==> config.mk <==
export PLATFORM = sky130hd
export DESIGN_NAME = rpcc_div_cell
export DESIGN_NICKNAME = d
export VERILOG_FILES = /design/src/rtl/core/rpcc_pkg.sv /design/src/rtl/core/rpcc_div_cell.sv
export SDC_FILE = /design/constraint.sdc
export NUM_CORES = 1
export LEC_CHECK = 0
export ABC_CLOCK_PERIOD_IN_PS = 5620
export BUFFER_PORTS_ARGS = -buffer_cell sky130_fd_sc_hd__buf_2
export CAP_MARGIN = 15
export CELL_PAD_IN_SITES_DETAIL_PLACEMENT = 1
export CELL_PAD_IN_SITES_GLOBAL_PLACEMENT = 1
export CORE_MARGIN = 3
export CORE_UTILIZATION = 37
export CTS_CLUSTER_SIZE = 40
export DETAILED_ROUTE_END_ITERATION = 6
export PLACE_DENSITY = 0.8
export SLEW_MARGIN = 0
export SYNTH_ARGS = -nofsm -noshare
export SYNTH_HDL_FRONTEND = slang
export SYNTH_SLANG_ARGS = --single-unit
==> constraint.sdc <==
create_clock -name clk -period 5.62 [get_ports clk]
set_input_delay 1.124 -clock clk [delete_from_list [all_inputs] [get_ports clk]]
set_output_delay 1.124 -clock clk [all_outputs]
set_load 0.05 [all_outputs]
==> src/rtl/core/rpcc_pkg.sv <==
package rpcc_pkg;

  localparam int COMP_W     = 16;
  localparam int SUM_W      = 18;
  localparam int DVS_W      = 18;
  localparam int PROD_W     = 34;
  localparam int REM_W      = 34;
  localparam int QUO_W      = 16;
  localparam int DOT_W      = 27;
  localparam int CH_W       = 17;
  localparam int SEP_PROD_W = 55;
  localparam int SEP_SHIFT  = 37;
  localparam int NUM_CELLS  = QUO_W;

  // ceil(2^37 / 1000), exact for every sepia dot product of 16-bit components
  localparam logic [27:0] SEP_RECIP = 28'd137438954;

  // sepia weights in thousandths, row per output channel, column per input channel
  localparam logic [9:0] SEP_COEF [3][3] = '{
    '{10'd393, 10'd769, 10'd189},
    '{10'd349, 10'd686, 10'd168},
    '{10'd272, 10'd534, 10'd131}
  };

  typedef enum logic [2:0] {
    MODE_BINARIZE = 3'd0,
    MODE_GRAY     = 3'd1,
    MODE_ISOLATE  = 3'd2,
    MODE_REMOVE   = 3'd3,
    MODE_SEPIA    = 3'd4
  } mode_t;

  localparam logic [1:0] CH_RED   = 2'd0;
  localparam logic [1:0] CH_GREEN = 2'd1;
  localparam logic [1:0] CH_BLUE  = 2'd2;

  localparam logic [1:0] REG_MODE      = 2'd0;
  localparam logic [1:0] REG_CHAN_SEL  = 2'd1;
  localparam logic [1:0] REG_MAX_VALUE = 2'd2;
  localparam logic [1:0] REG_GRAY_MAX  = 2'd3;

  typedef struct packed {
    logic [2:0]        mode;
    logic [1:0]        channel_sel;
    logic [COMP_W-1:0] max_value;
    logic [COMP_W-1:0] gray_max;
  } cfg_t;

  localparam cfg_t CFG_RESET = '{
    mode:        MODE_BINARIZE,
    channel_sel: CH_RED,
    max_value:   16'd255,
    gray_max:    16'd255
  };

  typedef struct packed {
    logic [COMP_W-1:0] red;
    logic [COMP_W-1:0] green;
    logic [COMP_W-1:0] blue;
    logic              last;
  } pixel_t;

  typedef struct packed {
    logic                   vld;
    logic                   last;
    logic [2:0]             mode;
    logic                   bin_bit;
    logic [2:0][COMP_W-1:0] pass;
    logic [2:0][DOT_W-1:0]  dot;
    logic [PROD_W-1:0]      prod;
    logic [DVS_W-1:0]       dvs;
  } s1_t;

  typedef struct packed {
    logic                 vld;
    logic                 last;
    logic [2:0]           mode;
    logic                 bin_bit;
    logic [2:0][CH_W-1:0] ch;
    logic [REM_W-1:0]     rem;
    logic [REM_W-1:0]     dsh;
    logic [QUO_W-1:0]     quo;
    logic                 ovf;
  } cell_t;

endpackage

==> src/rtl/core/rpcc_div_cell.sv <==
module rpcc_div_cell (
  input  logic            clk,
  input  logic            rst_n,
  input  logic            adv,
  input  rpcc_pkg::cell_t cell_i,
  output rpcc_pkg::cell_t cell_o
);
  import rpcc_pkg::*;

  cell_t cell_r, cell_nxt;
  logic  ge;

  // one restoring step: try the shifted divisor, keep one quotient bit
  always_comb begin
    cell_nxt = cell_i;
    ge       = cell_i.rem >= cell_i.dsh;
    if (ge) begin
      cell_nxt.rem = cell_i.rem - cell_i.dsh;
    end
    cell_nxt.quo = {cell_i.quo[QUO_W-2:0], ge};
    cell_nxt.dsh = cell_i.dsh >> 1;
  end

  always_ff @(posedge clk) begin
    if (!rst_n) begin
      cell_r.vld <= 1'b0;
    end else if (adv) begin
      cell_r <= cell_nxt;
    end
  end

  assign cell_o = cell_r;

endmodule

# ---- Word-level counts from Yosys, hierarchy flattened
# Cells that the tools add are included.
dict set report word_totals {
  register_bits 141
  in_bits 145
  out_inout_bits 142
}
dict set report classes {
  addsub 1
  order_cmp 1
  muxes 1
  reduce_logical 1
}
# operator n
set ops {}
lappend ops {{>= comparator 34 bit} 1}
lappend ops {{two-way mux 34 bit} 1}
lappend ops {{subtractor 34 bit} 1}
lappend ops {{AND reduction 2 bit} 1}

# ---- Longest topological paths before layout
dict set report depth {
  ltp_word 2
  depth_mapped 13
  ltp_nobuf 13
}

# ---- Least setup slack after synthesis
# Ideal clock, no wire load.
dict set report synth_timing {
  kind {input-to-reg}
  start {input adv}
  end {register cell_r, in the netlist cell_o[0], enable pin}
  arrival_time_ps 4324
  t_required_ps 5105
  setup_slack_ps 780
  cell_stages 1
  n_path_buf 0
  path_cell_list {and2_1}
}
dict set report synth_between {
  elab_chain_cells 1
}
# element line_no
set synth_lines {}
lappend synth_lines {{start: declaration} rpcc_div_cell.sv:4} ;# input logic adv,
lappend synth_lines {{AND reduction 2 bit (no line)} -}
lappend synth_lines {{end signal: assignment} rpcc_div_cell.sv:28} ;# cell_r <= cell_nxt;
lappend synth_lines {{end: declaration} rpcc_div_cell.sv:10} ;# cell_t cell_r, cell_nxt;
# Every way passes these cells.
# A chain may end at the register's enable or synchronous reset.

==> results.py <==
metrics = {
    "outcome": {
        "status": "completed",
    },
    "sta": {
        "finalCritPeriodShare_pct": 71.7,
        "fmax_ghz": 0.248,
        "maxSlewHeadroom_pct": 41.9,
        "fin_ws_ns": 1.59,
        "hold_viol": 0,
        "worst_pin_slew_ns": 0.871,
        "finalMaxSlewViolations": 0,
        "finalCriticalPeriod_ns": 4.03,
        "tns_ns": 0,
        "fin_skew_ns": 0,
        "setup_viol": 0,
        "rsz0062_at_grt": "false",
    },
    "route": {
        "drtIter0Drc": 219,
        "viasPerCell": 5.05,
        "num_vias": 5137,
        "avgRoutedWirePerCell_um": 21.1,
        "drc": 0,
        "first_pass_iters": 4,
        "antenna_left": 0,
        "wl_mm": 21.4,
    },
    "worst_setup_path": {
        "worstSetupPathType": "in -> reg",
        "critPathLaunchType": "primary input",
        "critical_path_arrival_ns": 4.20,
        "cp-end-kind": "register",
        "path_max_fanout": 4,
        "cp.required_ns": 5.79,
    },
    "floorplanning": {
        "die_y_um": 139,
        "start_util_pct": 38.6,
        "fp.dieArea_mm2": 0.0192,
        "rows": 47,
        "design.core.area_mm2": 0.0169,
        "ios": 287,
        "fp.dieW_um": 139,
    },
    "power_and_ir_drop": {
        "clkPwrFrac_pct": 34.3,
        "p_total_mw": 3.06,
        "combPwrFrac_pct": 24.0,
        "p_seq_share_pct": 41.7,
        "switchingPower_uw": 990,
        "ir_drop_mv": 0.252,
        "intPower_mw": 2.07,
        "sw_frac_of_total_pct": 32.3,
        "p_leak_nw": 3.85,
        "p_per_area_mw_per_mm2": 351,
    },
    "synth": {
        "avgSynthCellArea_um2": 13.3,
        "async_reset_ff_share_pct": 0,
        "ys_seq_area_share_pct": 64.8,
        "synth-seq-cells": 141,
        "synth_ff_type": "edfxtp_1",
        "synth_edf_count": 140,
        "yosysWarningCount": 0,
        "synth.distinct_cells": 52,
        "synthCells": 491,
        "syn-cell-area_mm2": 0.00651,
        "synth_nets": 671,
    },
    "cts": {
        "cts-root-buf": "clkbuf_16",
        "clk_latency_ns": 0.42,
        "postCtsSetupBuffers": 0,
        "post_cts_resized": 0,
        "numCtsBuffers": 17,
        "clockBufferDepth": 2,
        "cts_htree_levels": 4,
        "clk_pin_slew_ns": 0.06,
        "clock_sinks": 141,
        "cts_hold_buf": 0,
        "cts_tree": "built",
    },
    "cells_and_area": {
        "multiInputGateArea_mm2": 0.00206,
        "layout-drive-gt1-share_pct": 42.4,
        "nets": 962,
        "synthToLayoutAreaGrowth_pct": 34.0,
        "largest_register_ffs": 141,
        "regArea_mm2": 0.00422,
        "nFillCells": 1857,
    },
    "global_routing": {
        "grt_pass1_vias": 5406,
        "gr-total-overflow": 0,
        "grt_start_max_net_pins": 68,
        "gr-usage-all-layers_pct": 21.6,
        "antenna_found_initial": 8,
        "grt_pass1_wl_mm": 32.0,
    },
    "place": {
        "portBuffers": 284,
        "dp_hpwl_mm": 16.9,
        "post-place-ws_ns": 1.20,
        "place.gp.congestion": 0.943,
    },
    "job": {
        "maxCapViolations": 0,
    },
    "worst_hold_path": {
        "min_path_type": "reg -> reg",
    },
}
==> path summary, 6_finish.rpt <==
path	depth (start not counted)	slack, ns	to	startpoint
max	14	1.59	cell_o[79]	cell_i[51]
min	2	0.53	cell_o[141]	cell_o[141]
max reg2reg	2	5.02	cell_o[141]	cell_o[141]
min reg2reg	2	0.53	cell_o[141]	cell_o[141]
==> synthesized netlist by cell type, types with 2 or more instances <==
cell type | count | share of area (%)
o21a_1 | 3 | 0.35
ha_1 | 34 | 6.5
o22ai_1 | 2 | 0.19
or3_1 | 2 | 0.19
a21o_1 | 18 | 2.1
a211oi_1 | 5 | 0.58
nand3b_1 | 2 | 0.23
a21oi_2 | 3 | 0.40
xnor2_1 | 16 | 2.2
nand2b_1 | 2 | 0.19
inv_1 | 42 | 2.4
a21oi_1 | 52 | 4.0
mux2_2 | 10 | 1.7
xor2_1 | 13 | 1.7
nand4_1 | 8 | 0.77
nand2_1 | 23 | 1.3
nor2_1 | 38 | 2.2
nand3_1 | 5 | 0.38
a31oi_1 | 7 | 0.67
o21bai_1 | 2 | 0.23
o21ai_2 | 2 | 0.27
o21ai_0 | 15 | 1.2
buf_2 | 4 | 0.31
o21ai_1 | 2 | 0.15
nor3_1 | 4 | 0.31
edfxtp_1 | 140 | 65
clkbuf_1 | 10 | 0.58
and3_1 | 3 | 0.29
==> kinds of logic after synthesis <==
| family | after synthesis | synth area share [%] |
|---|---|---|
| xor gates and xnor gates | 29 | 3.90 |
| other | 1 | 0.0576 |
| DFF | 141 | 64.8 |
| muxes | 11 | 1.88 |
| AOI/OAI and AO/OA | 124 | 12.5 |
| buffers and inverters | 58 | 3.59 |
| adders and majority gates | 35 | 6.84 |
| and+or+nand+nor | 92 | 6.43 |
==> placed cells by master (no fill, tap or decap), types with 3 or more instances in the layout <==
cell and n:
a31oi_1 7, clkinvlp_4 3, nand2_1 23, buf_4 4, a21o_1 18, and3_1 3
clkinv_4 6, nand4_1 8, buf_2 284, edfxtp_1 140, xor2_1 13, a21oi_2 3
a211oi_1 5, nor3_1 4, mux2_2 10, nand3_1 5, nor2_1 38, a21oi_1 52
diode_2 4, ha_1 34, o21a_1 3, o21ai_0 15, clkbuf_16 17, inv_1 42
xnor2_1 16
==> per-layer routing <==
layer,routed length (um),vias to the layer above,GRT usage (%)
met5,86,-,0
met4,735,14,7.57
met3,1760,54,8.69
met2,11000,206,38.3
met1,7890,2458,23.6
li1,-,2405,-
==> layout make-up <==
type | instances | area share [%]
clock buffer | 19 | 4.96
inverter | 42 | 1.81
sequential | 141 | 48.4
clock inverter | 12 | 1.35
multi-input combinational | 292 | 23.6
tap | 220 | 3.15
antenna | 4 | 0.115
timing repair buffer | 288 | 16.6
==> through the flow <==
stage	std cells	hold WS, ns	area, um2	utilization, %
6_report	1018	0.530	8730	51.7
5_1_grt	1015	0.579	8720	51.7
4_1_cts	1014	0.535	8720	51.7
3_5_place_dp	983	0.517	8170	48.4
3_3_place_gp	983	0.500	8170	48.4
2_1_floorplan	491	0.743	6520	-
==> worst max-delay path: stages <==
cell,delay (ns)
buf_2,0.11
inv_1,0.05
ha_1,0.20
inv_1,0.07
fa_1,0.41
a21o_1,0.23
a221oi_2,0.36
o21ai_2,0.16
a311o_1,0.44
o21ai_1,0.28
o21a_1,0.24
o21ai_1,0.10
xor2_1,0.15
mux2_2,0.27
==> power groups by stage <==
stage | Combinational [mW] | Clock [mW] | Sequential (mW)
after floorplan | 0.253 | 0 | 1.58
after global placement | 0.718 | 0 | 1.29
after detailed placement | 0.736 | 0 | 1.30
after CTS | 0.741 | 1.07 | 1.28
after global routing | 0.788 | 1.12 | 1.28
final | 0.737 | 1.05 | 1.28
No activity file was read; power rests on OpenSTA's default activity.
