===== config.mk =====
export PLATFORM = sky130hd
export DESIGN_NAME = rpcc_back
export DESIGN_NICKNAME = d
export VERILOG_FILES = /design/src/rtl/core/rpcc_pkg.sv /design/src/rtl/core/rpcc_back.sv
export SDC_FILE = /design/constraint.sdc
export NUM_CORES = 1
export LEC_CHECK = 0
export BUFFER_PORTS_ARGS = -buffer_cell sky130_fd_sc_hd__buf_2
export CAP_MARGIN = 20
export CORE_MARGIN = 8
export CORE_UTILIZATION = 30
export DETAILED_ROUTE_END_ITERATION = 12
export GPL_ROUTABILITY_DRIVEN = 0
export SLEW_MARGIN = 5
export SYNTH_ARGS = -nofsm -noshare
export SYNTH_HDL_FRONTEND = slang
export SYNTH_SLANG_ARGS = --single-unit

===== constraint.sdc =====
create_clock -name clk -period 2.6 [get_ports clk]
set_clock_uncertainty 0.05 [all_clocks]
set_input_delay 0.13 -clock clk [delete_from_list [all_inputs] [get_ports clk]]
set_output_delay 0.13 -clock clk [all_outputs]
set_load 0.005 [all_outputs]

===== src/rtl/core/rpcc_pkg.sv =====
package rpcc_pkg;

  localparam int COMP_W     = 16;
  localparam int SUM_W      = 18;
  localparam int DVS_W      = 18;
  localparam int PROD_W     = 34;
  localparam int REM_W      = 34;
  localparam int QUO_W      = 16;
  localparam int DOT_W      = 27;
  localparam int CH_W       = 17;
  localparam int SEP_PROD_W = 55;
  localparam int SEP_SHIFT  = 37;
  localparam int NUM_CELLS  = QUO_W;

  // ceil(2^37 / 1000), exact for every sepia dot product of 16-bit components
  localparam logic [27:0] SEP_RECIP = 28'd137438954;

  // sepia weights in thousandths, row per output channel, column per input channel
  localparam logic [9:0] SEP_COEF [3][3] = '{
    '{10'd393, 10'd769, 10'd189},
    '{10'd349, 10'd686, 10'd168},
    '{10'd272, 10'd534, 10'd131}
  };

  typedef enum logic [2:0] {
    MODE_BINARIZE = 3'd0,
    MODE_GRAY     = 3'd1,
    MODE_ISOLATE  = 3'd2,
    MODE_REMOVE   = 3'd3,
    MODE_SEPIA    = 3'd4
  } mode_t;

  localparam logic [1:0] CH_RED   = 2'd0;
  localparam logic [1:0] CH_GREEN = 2'd1;
  localparam logic [1:0] CH_BLUE  = 2'd2;

  localparam logic [1:0] REG_MODE      = 2'd0;
  localparam logic [1:0] REG_CHAN_SEL  = 2'd1;
  localparam logic [1:0] REG_MAX_VALUE = 2'd2;
  localparam logic [1:0] REG_GRAY_MAX  = 2'd3;

  typedef struct packed {
    logic [2:0]        mode;
    logic [1:0]        channel_sel;
    logic [COMP_W-1:0] max_value;
    logic [COMP_W-1:0] gray_max;
  } cfg_t;

  localparam cfg_t CFG_RESET = '{
    mode:        MODE_BINARIZE,
    channel_sel: CH_RED,
    max_value:   16'd255,
    gray_max:    16'd255
  };

  typedef struct packed {
    logic [COMP_W-1:0] red;
    logic [COMP_W-1:0] green;
    logic [COMP_W-1:0] blue;
    logic              last;
  } pixel_t;

  typedef struct packed {
    logic                   vld;
    logic                   last;
    logic [2:0]             mode;
    logic                   bin_bit;
    logic [2:0][COMP_W-1:0] pass;
    logic [2:0][DOT_W-1:0]  dot;
    logic [PROD_W-1:0]      prod;
    logic [DVS_W-1:0]       dvs;
  } s1_t;

  typedef struct packed {
    logic                 vld;
    logic                 last;
    logic [2:0]           mode;
    logic                 bin_bit;
    logic [2:0][CH_W-1:0] ch;
    logic [REM_W-1:0]     rem;
    logic [REM_W-1:0]     dsh;
    logic [QUO_W-1:0]     quo;
    logic                 ovf;
  } cell_t;

endpackage


===== src/rtl/core/rpcc_back.sv =====
module rpcc_back (
  input  logic            clk,
  input  logic            rst_n,
  input  logic            adv,
  input  rpcc_pkg::cfg_t  cfg,
  input  rpcc_pkg::cell_t cell_i,
  output logic            out_tvalid,
  output logic [71:0]     out_tdata,
  output logic            out_tlast
);
  import rpcc_pkg::*;

  logic                   out_vld_r;
  logic [71:0]            out_data_r, out_data_nxt;
  logic                   out_last_r;
  logic [2:0][COMP_W-1:0] rgb;
  logic [COMP_W-1:0]      gray;

  always_comb begin
    for (int k = 0; k < 3; k++) begin
      if ((cell_i.mode == MODE_SEPIA) && (cell_i.ch[k] > CH_W'(cfg.max_value))) begin
        rgb[k] = cfg.max_value;
      end else begin
        rgb[k] = cell_i.ch[k][COMP_W-1:0];
      end
    end

    gray = '0;
    if (cell_i.mode == MODE_GRAY) begin
      if (cell_i.ovf || (cell_i.quo > cfg.gray_max)) begin
        gray = cfg.gray_max;
      end else begin
        gray = cell_i.quo;
      end
    end

    out_data_nxt = {7'b0000000, cell_i.bin_bit, gray, rgb[2], rgb[1], rgb[0]};
  end

  always_ff @(posedge clk) begin
    if (!rst_n) begin
      out_vld_r <= 1'b0;
    end else if (adv) begin
      out_vld_r <= cell_i.vld;
    end
  end

  always_ff @(posedge clk) begin
    if (adv) begin
      out_data_r <= out_data_nxt;
      out_last_r <= cell_i.last;
    end
  end

  assign out_tvalid = out_vld_r;
  assign out_tdata  = out_data_r;
  assign out_tlast  = out_last_r;

endmodule


======== Word level (Yosys, flattened, before mapping) ========
Index checks and enable logic that the tools add are counted.
cells by class
  equality and inequality tests ........... 2
  muxes and demuxes ....................... 4
  reductions and logical operators ........ 4
  magnitude comparators ................... 4
operators with widths
  operator                                                                count
  16-bit two-way mux                                                      4
  17-bit by 16-bit greater-than comparator with 1-bit output              3
  16-bit greater-than comparator                                          1
  3-bit by 1-bit equality test with 1-bit output (second input constant)  1
  3-bit equality test (second input constant)                             1
  1-bit logical AND                                                       3
  1-bit logical OR                                                        1
storage, ports and cells
  flip-flop bits (word level) ............. 67
  input bits .............................. 182
  output and inout port bits .............. 74
  logic and storage cells ................. 18

======== Depth between registers and ports, before layout ========
  word-level depth ........................ 3
  depth in mapped cells ................... 9
  depth with buffers taken out ............ 7

======== Worst setup path after synthesis ========
OpenSTA, ideal clock, no wires.
  path kind ............................... input to register
  start point ............................. input port cfg[23] (netlist name)
  end point ............................... register out_data_r[38] (netlist: out_tdata[38]), data pin
  cell stages on the path ................. 8
  library setup time ...................... 260 ps
  buffers on the path ..................... 1
  required time ........................... 2290 ps
  slack ................................... 359 ps
  arrival ................................. 1931 ps
  cell sequence ........................... inv_1 ha_1 and4_1 o311a_1 a211oi_1 a211oi_2 buf_2 mux2_2
on the way
  word-level cells in the longest chain between the ends .. 3
RTL lines
  item                                                        line             RTL
  start, declared                                             rpcc_back.sv:5   input rpcc_pkg::cfg_t cfg,
  17-bit by 16-bit greater-than comparator with 1-bit output  rpcc_back.sv:21  if ((cell_i.mode == MODE_SEPIA) && (cell_i.ch[k] > CH_W'(cfg.max_value))) begin
  1-bit logical AND                                           rpcc_back.sv:21
  16-bit two-way mux                                          rpcc_back.sv:21
  named net out_data_nxt[38]                                  rpcc_back.sv:14  logic [71:0] out_data_r, out_data_nxt;
  end signal, assigned                                        rpcc_back.sv:50  out_data_r <= out_data_nxt;
  end, declared                                               rpcc_back.sv:14
The timed path passes the listed nets, and every way through them passes these cells.
A chain may end at the register's enable or synchronous reset.

======== Worst setup path after layout ========
  start point ............................. input port cfg[24] (netlist name)
  end point ............................... register out_data_r[15] (netlist: out_tdata[15]), data pin
The elaborated chain is that of the path after synthesis.

==> metrics.txt <==
Post-Syn Area per Cell between 9 and 10 um^2; Reg2Reg Setup Slack between 1 and 1.5 ns; CORE AREA roughly 17000 um^2; initial antenna violation count 7; Worst Setup End Kind register; Synth Area in XOR/XNOR 0; Die Height 148 um; vias per cell ~5; hpwl dp 13400 um; number of setup buffers added after CTS 0; Pint 0.00228 W; Post-synth EDFFs 66; Hold Path Class input port to register; RSZ-0062 raised after global routing no; clock share of power 0.341; number of global-route vias before repair about 4800; TritonCTS buffer count 9; Initial Util 0.305; Hold Vio Cnt, Final 0; Die Wd 148 um; fillcell total 1741; DR iter-0 viols 265; status finished clean; NetSw 0.000940 W; fin crit period roughly 2.3 ns; CTS tree yes; Max-Cap Viols 0; vias 4881; Nets about 970; synthesized flop and latch total 67; PwrDens around 470 nW/um^2; Startpoint Class input port; Yosys warning total 0; clock buffer depth 2; Reg2Reg Capture Point out_tvalid; FF/Latch Area approximately 2000 um^2; slowest cell delay on critical path around 0.52 ns; largest family of logic cells by synthesized area compound AO/OA/AOI/OAI gates; global route overflow 0; H-tree levels 3; CTS Root Cell clkbuf_16; final setup vio count 0; slowest CP cell o311a_1; gr usage total 0.150; Sw Ratio 0.292; sequential fraction of the synthesis area 0.383; post-synthesis cell type count 42; critical path data required time around 2.6 ns; share of layout cells above drive strength 1 0.329; clk_lat worst skew roughly 0.34 ns; complex-gate fraction of the synthesized area 0.177; placed cell area 6500 um^2; Post-Synth Adder-Cell Area 0.153; Comb pwr share 0.248; FF-to-FF path depth 3; routed len/inst 17.6 um; critical path class input port to register; Routed WL 16900 um; first-pass GRT wire length about 26000 um; CP Cell Sequence buf_2 -> inv_1 -> ha_1 -> a21oi_1 -> o21ai_0 -> a2111oi_4 -> o311a_1 -> o311ai_0 -> buf_4; worst reg2reg path startpoint out_tvalid; Arr. time, crit path roughly 2.3 ns; worst rel slew slack 0.316; worst-margin pin slew about 1.0 ns; Area Overhead vs Synth 29.9%; period utilization 0.870; Hold Startpoint cfg[18]; Routed Antenna Nets 0; simple-gate portion of the synthesized area 0.159; f_max 442 MHz; I/O Pins around 260; mux contribution to synthesized area 0.0667; DRT Pass-1 Iters 4; row count 48; Reg clk slew, reported paths approximately 0.06 ns; design area a little under 7000 um^2; Port Buf Inserts between 150 and 200; synthesized cell area between 5000 and 6000 um^2; top_reg_cell synth edfxtp_1; Syn Inst Count approximately 530; Residual DRC 0; CTS sink count 67; Final Max Tran Viols 0; largest net degree at the start of global routing 33; Setup TNS 0 ns; hold worst-path end out_tdata[34]; area of the multi-input gates 2940 um^2; Post-synth ARST share 0; leakage ~3.1 nW; die footprint between 20000 and 25000 um^2; Critical Path Fanout Max 12; Hold Path Depth 2; Max IR drop VDD approximately 330 uV; Flop pwr share 0.411
[routing by layer]
metal	vias up	track usage	wire length [um]	part of all wire
li1	2414	-	-	-
met1	2285	0.170	6900	0.41
met2	138	0.258	8460	0.50
met3	36	0.0380	1030	0.061
met4	8	0.0755	487	0.029
met5	-	0	45	0.0027
[Yosys cell counts (10+ instances only)]
cell | number | area (um^2)
a21oi_1 | 22 | 110
clkbuf_1 | 21 | 78.8
edfxtp_1 | 66 | 1980
ha_1 | 64 | 801
inv_1 | 37 | 139
mux2_2 | 15 | 169
mux2i_1 | 18 | 180
nand2_1 | 107 | 402
nor2_1 | 38 | 143
o21ai_0 | 10 | 50.1
o311ai_0 | 62 | 543
[area by class of cell]
type	count	area share
multi-input cells	402	0.433
diodes	3	0.00110
clock buffers	12	0.0348
well taps	225	0.0414
inverters	37	0.0204
repair buffers	210	0.173
flip-flops and latches	67	0.294
clock inverters	4	0.00258
[power by group through the flow]
stage	clock network, W	logic [W]	registers [W]
after global routing	0.00117	0.000889	0.00133
after detailed placement	0	0.000790	0.00135
after global placement	0	0.000783	0.00134
after floorplan	0	0.000397	0.00136
after CTS	0.00114	0.000799	0.00133
final	0.00110	0.000799	0.00133
[logic make-up after synthesis]
family	count (synthesis)
simple gates	185
compound gates	113
buf+inv	71
flops	67
fa+ha+maj	64
mux	33
other cells	1
[per-stage QoR]
step / hold slack (ns) / util / setup slack [ns] / std cells / total power, W
6_report: 0.0591 / 0.396 / 0.338 / 960 / 0.00322
3_5_place_dp: 0.265 / 0.378 / 0.0289 / 937 / 0.00214
4_1_cts: 0.0433 / 0.395 / 0.370 / 957 / 0.00327
5_1_grt: 0.0514 / 0.396 / 0.159 / 960 / 0.00340
3_3_place_gp: 0.257 / 0.378 / 0.0392 / 937 / 0.00213
2_1_floorplan: 0.179 / - / 0.359 / 540 / 0.00176
[what timing repair did]
action	in CTS	in global routing
endpoints found under the hold margin	3	0
hold buffers	4	0
resized for setup	0	0
[state kept, by name, indices dropped and copies added, names as in the netlist]
register	count
out_tdata	65
out_tlast	1
out_tvalid	1
[placed cells by master, fill, tap and decap left out, types with 4 or more instances in the layout]
master	n
nor2b_1	4
a21oi_1	22
edfxtp_1	66
o211ai_1	4
and4_1	7
nand4_1	7
nor2_1	38
mux2i_1	18
conb_1	7
inv_1	37
dlygate4sd3_1	4
nand2_1	107
o311ai_0	62
buf_4	29
buf_2	175
ha_1	64
mux2_2	15
nor3_1	4
o21ai_0	8
clkbuf_16	9
[how the worst max path moves through the flow]
stage | from | end | slack, ns | cells after the start
after floorplan | cfg[23] | out_tdata[38] | 0.36 | 8
after global placement | cfg[24] | out_tdata[15] | 0.04 | 9
after detailed placement | cfg[24] | out_tdata[15] | 0.03 | 9
after CTS | cfg[24] | out_tdata[1] | 0.37 | 8
after global routing | cfg[24] | out_tdata[15] | 0.16 | 9
final | cfg[24] | out_tdata[15] | 0.34 | 9
[worst max-delay path, delay by kind of cell]
family	cells	cell delay (ns)
AO/OA/AOI/OAI	5	1.44
buffers and inverters	3	0.39
adder cells (fa/ha/maj)	1	0.34
Note: power is estimated with default switching activity, not from simulation.
