`src/rtl/core/rpcc_pkg.sv`:
```
package rpcc_pkg;

  localparam int COMP_W     = 16;
  localparam int SUM_W      = 18;
  localparam int DVS_W      = 18;
  localparam int PROD_W     = 34;
  localparam int REM_W      = 34;
  localparam int QUO_W      = 16;
  localparam int DOT_W      = 27;
  localparam int CH_W       = 17;
  localparam int SEP_PROD_W = 55;
  localparam int SEP_SHIFT  = 37;
  localparam int NUM_CELLS  = QUO_W;

  // ceil(2^37 / 1000), exact for every sepia dot product of 16-bit components
  localparam logic [27:0] SEP_RECIP = 28'd137438954;

  // sepia weights in thousandths, row per output channel, column per input channel
  localparam logic [9:0] SEP_COEF [3][3] = '{
    '{10'd393, 10'd769, 10'd189},
    '{10'd349, 10'd686, 10'd168},
    '{10'd272, 10'd534, 10'd131}
  };

  typedef enum logic [2:0] {
    MODE_BINARIZE = 3'd0,
    MODE_GRAY     = 3'd1,
    MODE_ISOLATE  = 3'd2,
    MODE_REMOVE   = 3'd3,
    MODE_SEPIA    = 3'd4
  } mode_t;

  localparam logic [1:0] CH_RED   = 2'd0;
  localparam logic [1:0] CH_GREEN = 2'd1;
  localparam logic [1:0] CH_BLUE  = 2'd2;

  localparam logic [1:0] REG_MODE      = 2'd0;
  localparam logic [1:0] REG_CHAN_SEL  = 2'd1;
  localparam logic [1:0] REG_MAX_VALUE = 2'd2;
  localparam logic [1:0] REG_GRAY_MAX  = 2'd3;

  typedef struct packed {
    logic [2:0]        mode;
    logic [1:0]        channel_sel;
    logic [COMP_W-1:0] max_value;
    logic [COMP_W-1:0] gray_max;
  } cfg_t;

  localparam cfg_t CFG_RESET = '{
    mode:        MODE_BINARIZE,
    channel_sel: CH_RED,
    max_value:   16'd255,
    gray_max:    16'd255
  };

  typedef struct packed {
    logic [COMP_W-1:0] red;
    logic [COMP_W-1:0] green;
    logic [COMP_W-1:0] blue;
    logic              last;
  } pixel_t;

  typedef struct packed {
    logic                   vld;
    logic                   last;
    logic [2:0]             mode;
    logic                   bin_bit;
    logic [2:0][COMP_W-1:0] pass;
    logic [2:0][DOT_W-1:0]  dot;
    logic [PROD_W-1:0]      prod;
    logic [DVS_W-1:0]       dvs;
  } s1_t;

  typedef struct packed {
    logic                 vld;
    logic                 last;
    logic [2:0]           mode;
    logic                 bin_bit;
    logic [2:0][CH_W-1:0] ch;
    logic [REM_W-1:0]     rem;
    logic [REM_W-1:0]     dsh;
    logic [QUO_W-1:0]     quo;
    logic                 ovf;
  } cell_t;

endpackage

```
`src/rtl/core/rpcc_front.sv`:
```
module rpcc_front (
  input  logic             clk,
  input  logic             rst_n,
  input  logic             adv,
  input  rpcc_pkg::cfg_t   cfg,
  input  logic             feed_vld,
  input  rpcc_pkg::pixel_t feed,
  output rpcc_pkg::cell_t  cell_o
);
  import rpcc_pkg::*;

  s1_t                        s1_r, s1_nxt;
  cell_t                      s2_r, s2_nxt;
  logic [2:0][COMP_W-1:0]     comp;
  logic [2:0]                 keep;
  logic [SUM_W-1:0]           sum;
  logic [16:0]                hm3;
  logic [2:0][SEP_PROD_W-1:0] sep_prod;

  // stage 1: sum, gray numerator, sepia dot products, threshold, channel masks
  always_comb begin
    comp = {feed.blue, feed.green, feed.red};
    sum  = SUM_W'(feed.red) + SUM_W'(feed.green) + SUM_W'(feed.blue);
    // floor(s/3) < floor(m/2) is the same as s < 3*floor(m/2)
    hm3  = {2'b00, cfg.max_value[COMP_W-1:1]} + {1'b0, cfg.max_value[COMP_W-1:1], 1'b0};

    keep = 3'b000;
    unique case (cfg.mode)
      MODE_ISOLATE: begin
        unique case (cfg.channel_sel)
          CH_RED:   keep = 3'b001;
          CH_GREEN: keep = 3'b010;
          CH_BLUE:  keep = 3'b100;
          default:  keep = 3'b111;
        endcase
      end
      MODE_REMOVE: begin
        unique case (cfg.channel_sel)
          CH_RED:   keep = 3'b110;
          CH_GREEN: keep = 3'b101;
          CH_BLUE:  keep = 3'b011;
          default:  keep = 3'b111;
        endcase
      end
      default: keep = 3'b000;
    endcase

    s1_nxt.vld     = feed_vld;
    s1_nxt.last    = feed.last;
    s1_nxt.mode    = cfg.mode;
    s1_nxt.bin_bit = (cfg.mode == MODE_BINARIZE) && !(sum < SUM_W'(hm3));
    for (int k = 0; k < 3; k++) begin
      s1_nxt.pass[k] = keep[k] ? comp[k] : '0;
      s1_nxt.dot[k]  = DOT_W'(feed.red)   * DOT_W'(SEP_COEF[k][0])
                     + DOT_W'(feed.green) * DOT_W'(SEP_COEF[k][1])
                     + DOT_W'(feed.blue)  * DOT_W'(SEP_COEF[k][2]);
    end
    s1_nxt.prod = PROD_W'(sum) * PROD_W'(cfg.gray_max);
    s1_nxt.dvs  = DVS_W'(cfg.max_value) + DVS_W'({cfg.max_value, 1'b0});
  end

  // stage 2: divide sepia sums by 1000, set up the restoring divider
  always_comb begin
    for (int k = 0; k < 3; k++) begin
      sep_prod[k] = SEP_PROD_W'(s1_r.dot[k]) * SEP_PROD_W'(SEP_RECIP);
    end

    s2_nxt.vld     = s1_r.vld;
    s2_nxt.last    = s1_r.last;
    s2_nxt.mode    = s1_r.mode;
    s2_nxt.bin_bit = s1_r.bin_bit;
    for (int k = 0; k < 3; k++) begin
      s2_nxt.ch[k] = (s1_r.mode == MODE_SEPIA) ? sep_prod[k][SEP_SHIFT +: CH_W]
                                                : CH_W'(s1_r.pass[k]);
    end
    s2_nxt.rem = s1_r.prod;
    s2_nxt.dsh = REM_W'({s1_r.dvs, {(QUO_W-1){1'b0}}});
    s2_nxt.quo = '0;
    // quotient does not fit in 16 bits, so it saturates anyway (also zero divisor)
    s2_nxt.ovf = s1_r.prod >= REM_W'({s1_r.dvs, {QUO_W{1'b0}}});
  end

  always_ff @(posedge clk) begin
    if (!rst_n) begin
      s1_r.vld <= 1'b0;
      s2_r.vld <= 1'b0;
    end else if (adv) begin
      s1_r <= s1_nxt;
      s2_r <= s2_nxt;
    end
  end

  assign cell_o = s2_r;

endmodule

```
`config.mk`:
```
export PLATFORM = sky130hd
export DESIGN_NAME = rpcc_front
export DESIGN_NICKNAME = d
export VERILOG_FILES = /design/src/rtl/core/rpcc_pkg.sv /design/src/rtl/core/rpcc_front.sv
export SDC_FILE = /design/constraint.sdc
export NUM_CORES = 2
export LEC_CHECK = 0
export ABC_AREA = 1
export BUFFER_PORTS_ARGS = -buffer_cell sky130_fd_sc_hd__buf_4
export CORE_MARGIN = 2
export CORE_UTILIZATION = 50
export DETAILED_ROUTE_END_ITERATION = 7
export PLACE_DENSITY = 0.63
export SLEW_MARGIN = 20
export SYNTH_ARGS = -nofsm -noshare
export SYNTH_HDL_FRONTEND = slang
export SYNTH_SLANG_ARGS = --single-unit
```
`constraint.sdc`:
```
create_clock -name clk -period 8 [get_ports clk]
set_input_delay 0.4 -clock clk [delete_from_list [all_inputs] [get_ports clk]]
set_output_delay 0.4 -clock clk [all_outputs]
set_load 0.01 [all_outputs]
```
* Word-level counts from Yosys, hierarchy flattened *
Index checks and enable logic that the tools add are counted.
W data, S select, Z words.

word-level totals
  output and inout port bits = 142
  logic and storage cells = 66
  input port bits = 90
  flip-flop bits (word level) = 297

operators by class
  $lt $le $gt $ge = 2
  muxes and demuxes = 6
  reduce and logical (&&, ||, !) cells = 5
  equality and inequality tests = 5
  add/sub/neg operators = 10
  $mul = 13

operator list
  cell                      count
  $mul A27 B27 Y53 const B  3
  $mul A16 B9 Y25 const B   4
  $add A25 B26 Y27          3
  $add A27 B24 Y27          3
  $mul A16 B8 Y24 const B   2
  $mux W16                  3
  $mul A16 B5 Y21 const B   2
  $ge A34 B34 Y1            1
  $mul A18 B16 Y34          1
  $mul A16 B10 Y26 const B  1
  $add A16 B17 Y18          1
  $add A17 B16 Y18          1
  $lt A18 B17 Y1            1
  $pmux W3 S3               2
  $add A15 B16 Y17          1
  $add A16 B16 Y17          1
  $eq A3 B2 Y1 const B      2
  $pmux W3 S2               1
  $eq A3 B3 Y1 const B      1
  $logic_not A3 Y1          1
  $eq A2 B1 Y1 const B      1
  $eq A2 B2 Y1 const B      1
  $logic_not A2 Y1          1
  $reduce_and A2 Y1         1
  2 further kinds           2

* Depth between registers and ports, before layout *
  depth after elaboration = 5
  mapped depth = 38
  mapped depth without buffers = 37

* Worst setup path after synthesis *
Ideal clock, no wire load.

  path type = input to register
  start point = in feed[34] (netlist name)
  end point = reg s1_r[46] (netlist name) (data pin)
  slack = 0.663 ns
  data required time = 7.748 ns
  arrival time = 7.084 ns
  cell stages on the path = 35
  buffers on the path = 1
  library setup time = 0.252 ns
  path through = inv_1 -> fa_1 -> inv_1 -> ha_1 -> inv_1 -> fa_1 -> inv_1 -> nand3_1 -> nand2_1 -> a21oi_2 -> o21ai_1 -> inv_1 -> o21ai_1 -> or2_1 -> buf_2 -> nand3_1 -> fa_1 -> fa_1 -> inv_1 -> fa_1 -> fa_1 -> fa_1 -> inv_1 -> fa_1 -> inv_1 -> ha_1 -> nand2_1 -> nor2_1 -> nand2_1 -> o21ai_0 -> nand2_1 -> nand2_1 -> nand3_1 -> nand3_1 -> nand2_1

RTL lines
  element               RTL line          RTL
  from (decl)           rpcc_front.sv:7   input rpcc_pkg::pixel_t feed,
  to (signal assigned)  rpcc_front.sv:88  s1_r <= s1_nxt;
  to (decl)             rpcc_front.sv:12  s1_t s1_r, s1_nxt;

==> impl_metrics.env <==
export IMPL_outcome="completed"
export IMPL_drive_gt1_frac=0.0502
export IMPL_seqCellArea_um2=8900
export IMPL_synth_area_top_cells="fa_1 (33%), ha_1 (24%), inv_1 (11%)"
export IMPL_via_per_inst=5.41
export IMPL_start_kind="input pin"
export IMPL_synthArstFlopShare=0
export IMPL_r2r_end="cell_o[101]$_SDFFCE_PP0P_"
export IMPL_syn_avg_cell_area_um2=8.90
export IMPL_relSlewSlack=0.296
export IMPL_final_hold_viol_count=0
export IMPL_start_util=0.505
export IMPL_drt_iter0_drc=4542
export IMPL_root_buffer="clkbuf_16"
export IMPL_clk_latency_ns=0.66
export IMPL_yosys_area_top_type="fa_1"
export IMPL_synthTopCellsByCount="inv_1 (2,409), ha_1 (1,528), fa_1 (1,302)"
export IMPL_gp_congestion=1.01
export IMPL_grt_max_degree=88
export IMPL_cts_max_path_buffers=3
export IMPL_synth_edf_count=295
export IMPL_yosysUniqueCellTypes=52
export IMPL_core_rowCount=145
export IMPL_worst_pin_slew_ns=1.06
export IMPL_clkSlewWorstSetupHoldPaths_ns=0.06
export IMPL_fin_skew_ns=0.0648
export IMPL_utilization=0.546
export IMPL_drc=0
export IMPL_critPathCapture="s1_r[46]$_DFFE_PP_"
export IMPL_synth_area_um2=79000
export IMPL_syn_to_final_growth_pct=8.30
export IMPL_timing_final_crit_share=0.932
export IMPL_slew_violations=0
export IMPL_regToRegStartpoint="s1_r[77]$_DFFE_PP_"
export IMPL_grt_pass1_wl_mm=399
export IMPL_clkSinkCount=297
export IMPL_final_nets=12153
export IMPL_dpl_hpwl_mm=233
export IMPL_dieWidth_um=401
export IMPL_ant_nets=0
export IMPL_vias=61249
export IMPL_grt_usage=0.332
export IMPL_crit_type="in -> reg"
export IMPL_fin_crit_ns=7.45
export IMPL_wl_per_cell_um=23.2
export IMPL_first_pass_iters=8
export IMPL_overflow=0
export IMPL_r2r_slack_ns=1.16
export IMPL_fmax_mhz=134
export IMPL_cp_slowest_cell="fa_1"
export IMPL_multi_input_area_um2=60600
export IMPL_ys_flop_type="edfxtp_1"
export IMPL_critical_path_max_fanout=6
export IMPL_routed_wl_mm=263
export IMPL_cts_tree="built"
export IMPL_grt_pass1_vias=64339
export IMPL_path_common_cell="inv_1"
export IMPL_core_area_um2=157000
export IMPL_synth_most_common_cell="inv_1"
export IMPL_numCtsBuffers=40
export IMPL_rsz0062_at_grt="no"
export IMPL_post_cts_setup_buffer_count=0
export IMPL_die_area_um2=161000
export IMPL_portBuffers=199
export IMPL_setup_violations=0
export IMPL_max_cap_violations=0
export IMPL_critPathMaxStageDelay_ns=0.52
export IMPL_cp_arrival_ns=7.85
export IMPL_netlist_instances=8878
export IMPL_ios=232
export IMPL_htreeDepth=2
export IMPL_crit_start="feed[18]"
export IMPL_worst_setup_path_end_kind="register"
export IMPL_synth_seq_cells=297
export IMPL_synth_top_area_frac=0.330
export IMPL_synth_seq_area_share=0.113
export IMPL_antenna_found_initial=9
export IMPL_yosys_warnings=0
export IMPL_holdCritPathClass="in -> reg"
export IMPL_required_ns=8.39
export IMPL_nFillCells=14711
export IMPL_reg2reg_depth=21
export IMPL_die_h_um=401
==> cell families (layout without fill, tap and decap cells) <==
logic type                 after synthesis  count (layout)  synth area share
adders and majority gates             2830            2830             0.572
buffers and inverters                 2510            2866             0.121
and+or+nand+nor                       2264            2264             0.117
AOI/OAI and AO/OA                      783             783            0.0553
DFF                                    297             297             0.113
xor gates and xnor gates               193             193            0.0214
other                                    1              36         0.0000475
==> final cells by class <==
cell class,instances,share of cell area
multi-input combinational,6102,0.709
inverter,2418,0.106
sequential,297,0.104
timing repair buffer,374,0.0338
tap,2058,0.0301
clock buffer,44,0.0119
clock inverter,30,0.00515
antenna,4,0.000117
==> state kept, by name, summed over array words and instances, names as in the netlist <==
name and flops:
s1_r 187, cell_o 110
==> routing by layer <==
layer | global-route usage | share of wire | vias up
met4 | 0.0958 | 0.034 | 4
met2 | 0.504 | 0.43 | 2203
met3 | 0.0694 | 0.085 | 352
met5 | 0 | 0.00014 | -
li1 | - | - | 28216
met1 | 0.478 | 0.45 | 30474
==> worst min-delay path by stage <==
stage | from | cells after the start | endpoint | slack (ns)
3_3_place_gp | s1_r[185]$_DFFE_PP_ | 0 | cell_o[140]$_DFFE_PP_ | 0.40
3_5_place_dp | s1_r[181]$_DFFE_PP_ | 0 | cell_o[136]$_DFFE_PP_ | 0.41
2_1_floorplan | s1_r[181]$_DFFE_PP_ | 0 | cell_o[136]$_DFFE_PP_ | 0.40
6_report | adv | 4 | cell_o[141]$_SDFFE_PN0P_ | 0.07
5_1_grt | cfg[17] | 2 | s1_r[1]$_DFFE_PP_ | 0.07
4_1_cts | adv | 4 | cell_o[141]$_SDFFE_PN0P_ | 0.01
==> through the flow <==
step / setup TNS, ns / std cells / cell area (µm²) / hold WS, ns / worst slack, ns
detailed placement: -0.252 / 11240 / 84000 / 0.413 / -0.0720
floorplan: 0 / 8909 / 79100 / 0.400 / 0.663
CTS: 0 / 11323 / 85500 / 0.0118 / 0.594
global route: 0 / 11325 / 85500 / 0.0671 / 0.0812
finish: 0 / 11327 / 85500 / 0.0708 / 0.547
global placement: -0.208 / 11240 / 84000 / 0.401 / -0.0739
==> timing repair <==
action,CTS,global route
hold buffers,9,0
gates resized for setup,0,0
endpoints found under the hold margin,7,0
==> critical path, delay by kind of cell <==
kind	cells	cell delay, ns
buf+inv	11	0.86
fa+ha+maj	10	4.25
compound gates	4	0.81
simple gates	13	1.53
==> placed cells by master (no fill, tap or decap), drive strengths merged, types with 2 or more instances in the layout <==
| cell type | synthesis | final |
|---|---|---|
| o31ai | 4 | 4 |
| inv | 2415 | 2424 |
| xor2 | 124 | 124 |
| nand3b | 8 | 8 |
| o2111ai | 4 | 4 |
| or2 | 10 | 10 |
| nand4 | 80 | 80 |
| o211a | 3 | 3 |
| xnor2 | 69 | 69 |
| o211ai | 9 | 9 |
| dlygate4sd3 | 0 | 9 |
| o31a | 3 | 3 |
| nand2 | 1264 | 1264 |
| ha | 1528 | 1528 |
| a221oi | 7 | 7 |
| dfxtp | 2 | 2 |
| a211oi | 5 | 5 |
| diode | 0 | 4 |
| o21bai | 40 | 40 |
| nor4 | 27 | 27 |
| bufinv | 0 | 8 |
| nor3 | 85 | 85 |
| clkinv | 3 | 13 |
| a21o | 43 | 43 |
| a21boi | 10 | 10 |
| o21ai | 224 | 224 |
| and2 | 4 | 4 |
| nor3b | 5 | 5 |
| buf | 44 | 365 |
| clkinvlp | 0 | 3 |
| a31oi | 16 | 16 |
| nor2 | 551 | 551 |
| nand3 | 229 | 229 |
| clkbuf | 48 | 44 |
| edfxtp | 295 | 295 |
| o21a | 16 | 16 |
| conb | 1 | 32 |
| fa | 1302 | 1302 |
| a21oi | 396 | 396 |
Power is not shown: default switching activity piles up to over one toggle a cycle in this logic, so the estimate is an artifact.
